### src/rtl/core/mcrf_pkg.sv
// Types, constants and codes for the mesh child route forwarder
package mcrf_pkg;

	// Table geometry
	localparam int TABLE_ENTRIES = 256;
	localparam int TBL_AW        = $clog2(TABLE_ENTRIES);

	localparam logic [7:0] GATEWAY_ID = 8'd0;
	localparam logic [7:0] NO_ROUTE   = 8'hFF;
	localparam logic [7:0] CMD_REPORT = 8'd70;
	localparam logic [7:0] CMD_CLEAR  = 8'd67;

	// Configuration register indexes
	localparam int CFG_IDX_W = 2;
	localparam logic [CFG_IDX_W-1:0] REG_NODE_ID      = 2'd0;
	localparam logic [CFG_IDX_W-1:0] REG_PARENT_ID    = 2'd1;
	localparam logic [CFG_IDX_W-1:0] REG_HOP_DISTANCE = 2'd2;

	// Operation, class and internal kind codes
	localparam logic       OP_RECEIVE   = 1'b0;
	localparam logic       OP_SEND      = 1'b1;
	localparam logic [1:0] CLS_INTERNAL = 2'd0;
	localparam logic [1:0] CLS_SET_VAR  = 2'd1;
	localparam logic [1:0] KIND_PING    = 2'd0;
	localparam logic [1:0] KIND_RELAY   = 2'd1;
	localparam logic [1:0] KIND_CHILDREN = 2'd2;

	// Action codes
	localparam logic [3:0] ACT_DELIVER     = 4'd0;
	localparam logic [3:0] ACT_TO_CHILD    = 4'd1;
	localparam logic [3:0] ACT_TO_PARENT   = 4'd2;
	localparam logic [3:0] ACT_PING_ACK    = 4'd3;
	localparam logic [3:0] ACT_REFRESH     = 4'd4;
	localparam logic [3:0] ACT_REPORT      = 4'd5;
	localparam logic [3:0] ACT_CLEARED     = 4'd6;
	localparam logic [3:0] ACT_DROP_CMD    = 4'd7;
	localparam logic [3:0] ACT_GW_NO_ROUTE = 4'd8;
	localparam logic [3:0] ACT_SENDER_RM   = 4'd9;
	localparam logic [3:0] ACT_SEND_UP     = 4'd10;
	localparam logic [3:0] ACT_OUT_DROP    = 4'd11;

	typedef struct packed {
		logic       operation;
		logic [7:0] from_node;
		logic [7:0] to_node;
		logic [7:0] last_hop;
		logic       on_own_pipe;
		logic [1:0] msg_class;
		logic [1:0] internal_kind;
		logic [7:0] command_char;
	} mcrf_item_t;

	typedef struct packed {
		logic [3:0] action;
		logic [7:0] next_hop;
		logic [7:0] reply_value;
		logic       ack_to_gateway;
		logic       store_write;
		logic [7:0] store_index;
		logic [7:0] store_value;
		logic       store_clear_all;
	} mcrf_result_t;

	// Sequencer states
	typedef enum logic [2:0] {
		ST_IDLE    = 3'b001,
		ST_RD_FROM = 3'b010,
		ST_DECIDE  = 3'b100
	} mcrf_state_t;

endpackage

### src/rtl/core/mesh_child_route_forwarder_core.sv
// Top level of the mesh child route forwarder: route table and decision sequencer
//
//   channel   dir  handshake            payload
//   item      in   start & !busy        mcrf_item_t
//   result    out  done (one cycle)     mcrf_result_t
//   config    in   cfg_we               cfg_index, cfg_data
//
// For each item the single table port reads the destination entry, then the
// sender entry, then writes the sender entry back if it changed. The result
// strobe is registered from the decide state; a new item is taken while it shows.
// Reset and the clear command empty the table at once through per-entry valid
// bits; no sweep runs. The receiver cannot stall results.
module mesh_child_route_forwarder_core (
	input  logic                             clk,
	input  logic                             arst_n,
	input  logic                             start,
	output logic                             busy,
	input  mcrf_pkg::mcrf_item_t             item,
	output logic                             done,
	output mcrf_pkg::mcrf_result_t           result,
	input  logic                             cfg_we,
	input  logic [mcrf_pkg::CFG_IDX_W-1:0]   cfg_index,
	input  logic [7:0]                       cfg_data
);

	localparam int AW = mcrf_pkg::TBL_AW;

	mcrf_pkg::mcrf_state_t  state_q;
	mcrf_pkg::mcrf_item_t   item_q;
	mcrf_pkg::mcrf_result_t result_q;
	mcrf_pkg::mcrf_result_t res_d;
	logic [7:0]  node_id_q;
	logic [7:0]  parent_id_q;
	logic [7:0]  hop_distance_q;
	logic [mcrf_pkg::TABLE_ENTRIES-1:0] vld_q;
	logic        rvld_q;
	logic        done_q;
	logic [7:0]  route_q;
	logic [7:0]  addr_id;
	logic [AW-1:0] addr_idx;
	logic        addr_in_range;
	logic        from_in_range;
	logic [7:0]  ram_rdata;
	logic [7:0]  rd_val;
	logic        ram_we;
	logic        tbl_we;
	logic        clr_all;
	logic        wr_req;
	logic [7:0]  wr_val;
	logic        accept;

	assign accept = start && (state_q == mcrf_pkg::ST_IDLE);
	assign busy   = (state_q != mcrf_pkg::ST_IDLE);
	assign done   = done_q;
	assign result = result_q;

	// Table port address: destination while idle, sender afterwards
	assign addr_id       = (state_q == mcrf_pkg::ST_IDLE) ? item.to_node : item_q.from_node;
	assign addr_idx      = addr_id[AW-1:0];
	assign addr_in_range = ({1'b0, addr_id} < 9'(mcrf_pkg::TABLE_ENTRIES));
	assign from_in_range = ({1'b0, item_q.from_node} < 9'(mcrf_pkg::TABLE_ENTRIES));
	assign rd_val        = rvld_q ? ram_rdata : mcrf_pkg::NO_ROUTE;
	assign ram_we        = (state_q == mcrf_pkg::ST_DECIDE) && tbl_we;

	mcrf_ram #(
		.WIDTH(8),
		.DEPTH(mcrf_pkg::TABLE_ENTRIES)
	) u_table (
		.clk  (clk),
		.we   (ram_we),
		.addr (addr_idx),
		.wdata(wr_val),
		.rdata(ram_rdata)
	);

	// Configuration registers
	always_ff @(posedge clk or negedge arst_n) begin
		if (!arst_n) begin
			node_id_q      <= '0;
			parent_id_q    <= '0;
			hop_distance_q <= '0;
		end else if (cfg_we) begin
			case (cfg_index)
				mcrf_pkg::REG_NODE_ID:      node_id_q      <= cfg_data;
				mcrf_pkg::REG_PARENT_ID:    parent_id_q    <= cfg_data;
				mcrf_pkg::REG_HOP_DISTANCE: hop_distance_q <= cfg_data;
				default: ;
			endcase
		end
	end

	// Decide the outcome from the destination route and the old sender entry
	always_comb begin
		res_d   = '0;
		wr_req  = 1'b0;
		wr_val  = mcrf_pkg::NO_ROUTE;
		clr_all = 1'b0;
		tbl_we  = 1'b0;
		if (item_q.operation == mcrf_pkg::OP_SEND) begin
			if (route_q != 8'd0 && route_q != mcrf_pkg::NO_ROUTE &&
				item_q.to_node != mcrf_pkg::GATEWAY_ID) begin
				res_d.action   = mcrf_pkg::ACT_TO_CHILD;
				res_d.next_hop = route_q;
			end else if (node_id_q != mcrf_pkg::GATEWAY_ID) begin
				res_d.action   = mcrf_pkg::ACT_SEND_UP;
				res_d.next_hop = parent_id_q;
			end else begin
				res_d.action = mcrf_pkg::ACT_OUT_DROP;
			end
		end else if (item_q.msg_class == mcrf_pkg::CLS_INTERNAL &&
			item_q.internal_kind == mcrf_pkg::KIND_PING) begin
			res_d.action      = mcrf_pkg::ACT_PING_ACK;
			res_d.next_hop    = item_q.from_node;
			res_d.reply_value = hop_distance_q;
		end else if (item_q.to_node == node_id_q) begin
			if (item_q.msg_class == mcrf_pkg::CLS_INTERNAL &&
				item_q.internal_kind == mcrf_pkg::KIND_RELAY &&
				item_q.to_node != mcrf_pkg::GATEWAY_ID) begin
				res_d.action      = mcrf_pkg::ACT_REFRESH;
				res_d.next_hop    = parent_id_q;
				res_d.reply_value = parent_id_q;
			end else if (item_q.msg_class == mcrf_pkg::CLS_INTERNAL &&
				item_q.internal_kind == mcrf_pkg::KIND_CHILDREN &&
				item_q.to_node != mcrf_pkg::GATEWAY_ID) begin
				if (item_q.command_char == mcrf_pkg::CMD_REPORT) begin
					res_d.action   = mcrf_pkg::ACT_REPORT;
					res_d.next_hop = parent_id_q;
				end else if (item_q.command_char == mcrf_pkg::CMD_CLEAR) begin
					res_d.action          = mcrf_pkg::ACT_CLEARED;
					res_d.next_hop        = parent_id_q;
					res_d.store_clear_all = 1'b1;
					clr_all               = 1'b1;
				end else begin
					res_d.action = mcrf_pkg::ACT_DROP_CMD;
				end
			end else begin
				res_d.action         = mcrf_pkg::ACT_DELIVER;
				res_d.ack_to_gateway = (item_q.msg_class == mcrf_pkg::CLS_SET_VAR) &&
					(item_q.from_node == mcrf_pkg::GATEWAY_ID);
				wr_req = (item_q.last_hop != mcrf_pkg::GATEWAY_ID);
				wr_val = item_q.last_hop;
			end
		end else if (route_q != 8'd0 && route_q != mcrf_pkg::NO_ROUTE) begin
			res_d.action   = mcrf_pkg::ACT_TO_CHILD;
			res_d.next_hop = route_q;
		end else if (item_q.on_own_pipe) begin
			res_d.action   = mcrf_pkg::ACT_TO_PARENT;
			res_d.next_hop = parent_id_q;
			wr_req         = 1'b1;
			wr_val         = item_q.last_hop;
		end else if (node_id_q == mcrf_pkg::GATEWAY_ID) begin
			res_d.action = mcrf_pkg::ACT_GW_NO_ROUTE;
		end else begin
			res_d.action = mcrf_pkg::ACT_SENDER_RM;
			wr_req       = 1'b1;
			wr_val       = mcrf_pkg::NO_ROUTE;
		end
		// Write back only a real change of an entry inside the table
		if (wr_req && from_in_range && (rd_val != wr_val)) begin
			tbl_we            = 1'b1;
			res_d.store_write = 1'b1;
			res_d.store_index = item_q.from_node;
			res_d.store_value = wr_val;
		end
	end

	// Sequencer, valid bits and result strobe
	always_ff @(posedge clk or negedge arst_n) begin
		if (!arst_n) begin
			state_q <= mcrf_pkg::ST_IDLE;
			vld_q   <= '0;
			done_q  <= 1'b0;
		end else begin
			done_q <= (state_q == mcrf_pkg::ST_DECIDE);
			case (state_q)
				mcrf_pkg::ST_IDLE: begin
					if (accept) begin
						state_q <= mcrf_pkg::ST_RD_FROM;
					end
				end
				mcrf_pkg::ST_RD_FROM: begin
					state_q <= mcrf_pkg::ST_DECIDE;
				end
				mcrf_pkg::ST_DECIDE: begin
					state_q <= mcrf_pkg::ST_IDLE;
					if (clr_all) begin
						vld_q <= '0;
					end else if (tbl_we) begin
						vld_q[item_q.from_node[AW-1:0]] <= 1'b1;
					end
				end
				default: state_q <= mcrf_pkg::ST_IDLE;
			endcase
		end
	end

	// Hold the item, the destination route, the read valid flag and the result
	always_ff @(posedge clk) begin
		rvld_q <= addr_in_range && vld_q[addr_idx];
		if (accept) begin
			item_q <= item;
		end
		if (state_q == mcrf_pkg::ST_RD_FROM) begin
			route_q <= rd_val;
		end
		if (state_q == mcrf_pkg::ST_DECIDE) begin
			result_q <= res_d;
		end
	end

endmodule

### src/rtl/core/mcrf_ram.sv
// Generic single-port RAM with registered read data
module mcrf_ram #(
	parameter int WIDTH = 8,
	parameter int DEPTH = 256,
	localparam int AW   = $clog2(DEPTH)
) (
	input  logic             clk,
	input  logic             we,
	input  logic [AW-1:0]    addr,
	input  logic [WIDTH-1:0] wdata,
	output logic [WIDTH-1:0] rdata
);

	logic [WIDTH-1:0] mem [DEPTH];

	// Read-first: a read during a write returns the old contents
	always_ff @(posedge clk) begin
		if (we) begin
			mem[addr] <= wdata;
		end
		rdata <= mem[addr];
	end

endmodule

### config.mk
export PLATFORM = sky130hd
export DESIGN_NAME = mesh_child_route_forwarder_core
export DESIGN_NICKNAME = d
export VERILOG_FILES = /design/src/rtl/core/mcrf_pkg.sv /design/src/rtl/core/mesh_child_route_forwarder_core.sv /design/src/rtl/core/mcrf_ram.sv
export SDC_FILE = /design/constraint.sdc
export NUM_CORES = 2
export LEC_CHECK = 0
export BUFFER_PORTS_ARGS = -buffer_cell sky130_fd_sc_hd__buf_2
export CAP_MARGIN = 40
export CORE_MARGIN = 1
export CORE_UTILIZATION = 29
export DETAILED_ROUTE_END_ITERATION = 7
export GPL_ROUTABILITY_DRIVEN = 0
export PLACE_DENSITY = 0.42
export SLEW_MARGIN = 0
export SYNTH_ARGS = -nofsm -noshare
export SYNTH_HDL_FRONTEND = slang
export SYNTH_HIERARCHICAL = 1
export SYNTH_SLANG_ARGS = --single-unit
### constraint.sdc
create_clock -name clk -period 7.3 [get_ports clk]
set_input_delay 1.46 -clock clk [delete_from_list [all_inputs] [get_ports clk]]
set_output_delay 1.46 -clock clk [all_outputs]
set_load 0.005 [all_outputs]
==> impl_metrics.json <==
{
  "status": "complete, no violations",
  "power_w": 0.0398,
  "clock.fmax_mhz": 182,
  "rows": 211,
  "fin_worst_skew_ns": 0.0605,
  "clock_sinks": 2426,
  "fin_crit_sh_pct": 75.4,
  "r2r_slack_ns": 1.79,
  "nets": 5862,
  "viasPerCell": 5.06,
  "synth_cell_type_count": 83,
  "path_cells": "or4_1, o21ai_1, o211a_1, o21ai_0, nor4b_4, nand2_4, inv_1, buf_4, inv_1, nor2_1, nand2_2, buf_4, nor2_1",
  "dr.pass1.iters": 5,
  "final_util_pct": 34.2,
  "synth_flop_cell": "edfxtp_1",
  "tightest_slew_ns": 1.22,
  "syn2layout_area_growth_pct": 17.4,
  "antenna_found_initial": 8,
  "crit_path_max_incr_delay_ns": 0.62,
  "io_pins": 93,
  "synth_top_cells_by_area": "edfxtp_1, mux4_2, dfrtp_1",
  "arrival_ns": 6.00,
  "cp_max_fo": 24,
  "clockBufferDepth": 4,
  "yosysSeqAreaShare_pct": 74.1,
  "die_y_um": 578,
  "hold_violations": 0,
  "cts_root_buf": "clkbuf_16",
  "overflow": 0,
  "post_cts_buffers": 0,
  "synth_warnings": 6,
  "synth_edf_count": 2133,
  "timing.rr.start": "route_q[4]",
  "clkLatencyLatePin_ns": 0.90,
  "ir_drop_mv": 0.324,
  "ctsResizeCount": 0,
  "ys_top_cells_by_count": "edfxtp_1, mux4_2, nand2_1, dfrtp_1, nor2_1",
  "async_flop_share_pct": 11.7,
  "core-area_sq_um": 330000,
  "synth_area_sq_um": 96200,
  "wl_um": 288000,
  "cp_top_family": "simple AND/OR/NAND/NOR gates",
  "drc": 0,
  "setup_tns_ns": 0,
  "finalMaxSlewViolations": 0,
  "synth_nets": 5491,
  "cts_htree_levels": 5,
  "wl_per_cell_um": 27.6,
  "clk_pin_slew_ns": 0.06,
  "grt_pass1_wl_um": 411000,
  "hold_buffers": 0,
  "die_w_um": 578,
  "ys_ff_latch": 2426,
  "io_buffers": 92,
  "power.leakage_nw": 30.9,
  "critical_path_required_ns": 7.80,
  "postSynthCellCount": 5439,
  "worstHoldEndpoint": "vld_q[169]",
  "start_util_pct": 29.1,
  "drt-initial-drc-count": 4773,
  "grt_use_total_pct": 17.0,
  "grt_setup_unrepaired": "no",
  "hpwl_um": 175000,
  "max_cap_viol_count": 0,
  "yosys.area.top_type_share_pct": 66.6,
  "setup_viol": 0,
  "drive_gt1_share_pct": 24.2,
  "dr_total_vias": 52675,
  "endpoint_kind": "flop",
  "worst_setup_path_start_kind": "flop",
  "period_minus_slack_ns": 5.51,
  "hp-start": "vld_q[169]",
  "first_global_vias": 54117,
  "holdWs_ns": 0.476,
  "instances_no_fill": 10405,
  "placed_cells": 9890,
  "holdCritPathClass": "reg -> reg",
  "critPathKind": "reg -> reg",
  "grt_max_degree": 181,
  "crit_start": "route_q[4]",
  "avgSynthCellArea_sq_um": 17.7,
  "relSlewSlack_pct": 18.8,
  "cp_slowest_cell": "nor2_1",
  "ant_nets": 0,
  "dieArea_sq_um": 334000,
  "numCtsBuffers": 282,
  "ff2ff_path_depth": 13,
  "cts_tree": "yes",
  "power_density_nw_per_um2": 352,
  "whs_path_depth": 2,
  "yosysTopAreaCell": "edfxtp_1",
  "crit_buf_inv": 4,
  "synth_most_common_cell": "edfxtp_1",
  "r2r-end": "u_table/mem[177][6]"
}
logic make-up (layout without fill, tap and decap cells):
logic type                Yosys count  in the layout  synth area share (%)
DFF                              2426           2426                  74.1
muxes                             580            580                  12.7
buffers and inverters             391            988                  1.86
other                               0              3                     0
xor gates and xnor gates           13             13                 0.118
AOI/OAI and AO/OA                 839            839                  5.61
and+or+nand+nor                  1190           1190                  5.55
cell usage in the layout, fill, tap and decap left out, types with 24 or more instances in the layout:
cell          n
edfxtp_1   2133
mux4_2      512
nand2_1     488
buf_4       313
clkbuf_16   291
dfrtp_1     283
nor2_1      273
a22oi_1     273
o21ai_0     259
nand3_1     211
a21oi_1     151
buf_2        98
clkbuf_1     64
clkinv_1     59
mux2i_1      43
clkinv_2     39
nor3_1       33
o41ai_1      31
nand4_1      29
and2_1       25
buf_12       25
mux2_2       24
per-stage QoR:
step	area, sq um	worst slack, ns
after floorplan	96200	1.91
after global placement	103000	0.744
after detailed placement	104000	1.11
after CTS	113000	1.77
after global routing	113000	1.32
final	113000	1.79
final cells by class:
type | count | area, sq um
Antenna cell | 3 | 7.51
Clock buffer | 365 | 7660
Clock inverter | 145 | 1330
Fill cell | 31282 | 217000
Inverter | 16 | 75.1
Multi-Input combinational cell | 2622 | 23300
Sequential cell | 2426 | 71300
Tap cell | 4366 | 5460
Timing Repair Buffer | 462 | 3780
per-layer routing:
| metal | wire length, um | GRT usage (%) |
|---|---|---|
| met3 | 13400 | 2.27 |
| met2 | 137000 | 27.5 |
| met1 | 130000 | 24.0 |
| met5 | 0 | 0 |
| met4 | 7110 | 4.42 |
sequential cells by signal, summed over array words and instances, names as in the netlist:
signal          count
result             39
hop_distance_q      8
done                1
state_q             3
vld_q             256
parent_id_q         8
u_table/rdata       8
route_q             8
node_id_q           8
item_q             38
rvld_q              1
u_table/mem      2048
tightest hold or removal path: stages (launching register included):
cell and delay (ns):
dfrtp_1 0.34, nand2_1 0.06, o21ai_2 0.05
power breakdown:
group,switching [W],internal (W)
Clock,0.00574,0.00808
Combinational,0.00684,0.00378
Sequential,0.000258,0.0151
Total,0.0128,0.0270
how the worst max path moves through the flow:
stage | end | slack [ns] | cells past startpoint
2_1_floorplan | u_table/mem[0][2] | 1.91 | 6
3_3_place_gp | u_table/rdata[5] | 0.74 | 12
3_5_place_dp | u_table/rdata[5] | 1.11 | 13
4_1_cts | u_table/mem[177][6] | 1.77 | 13
5_1_grt | u_table/mem[177][6] | 1.32 | 14
6_report | u_table/mem[177][6] | 1.79 | 13
(Power assumes the default switching activity.)
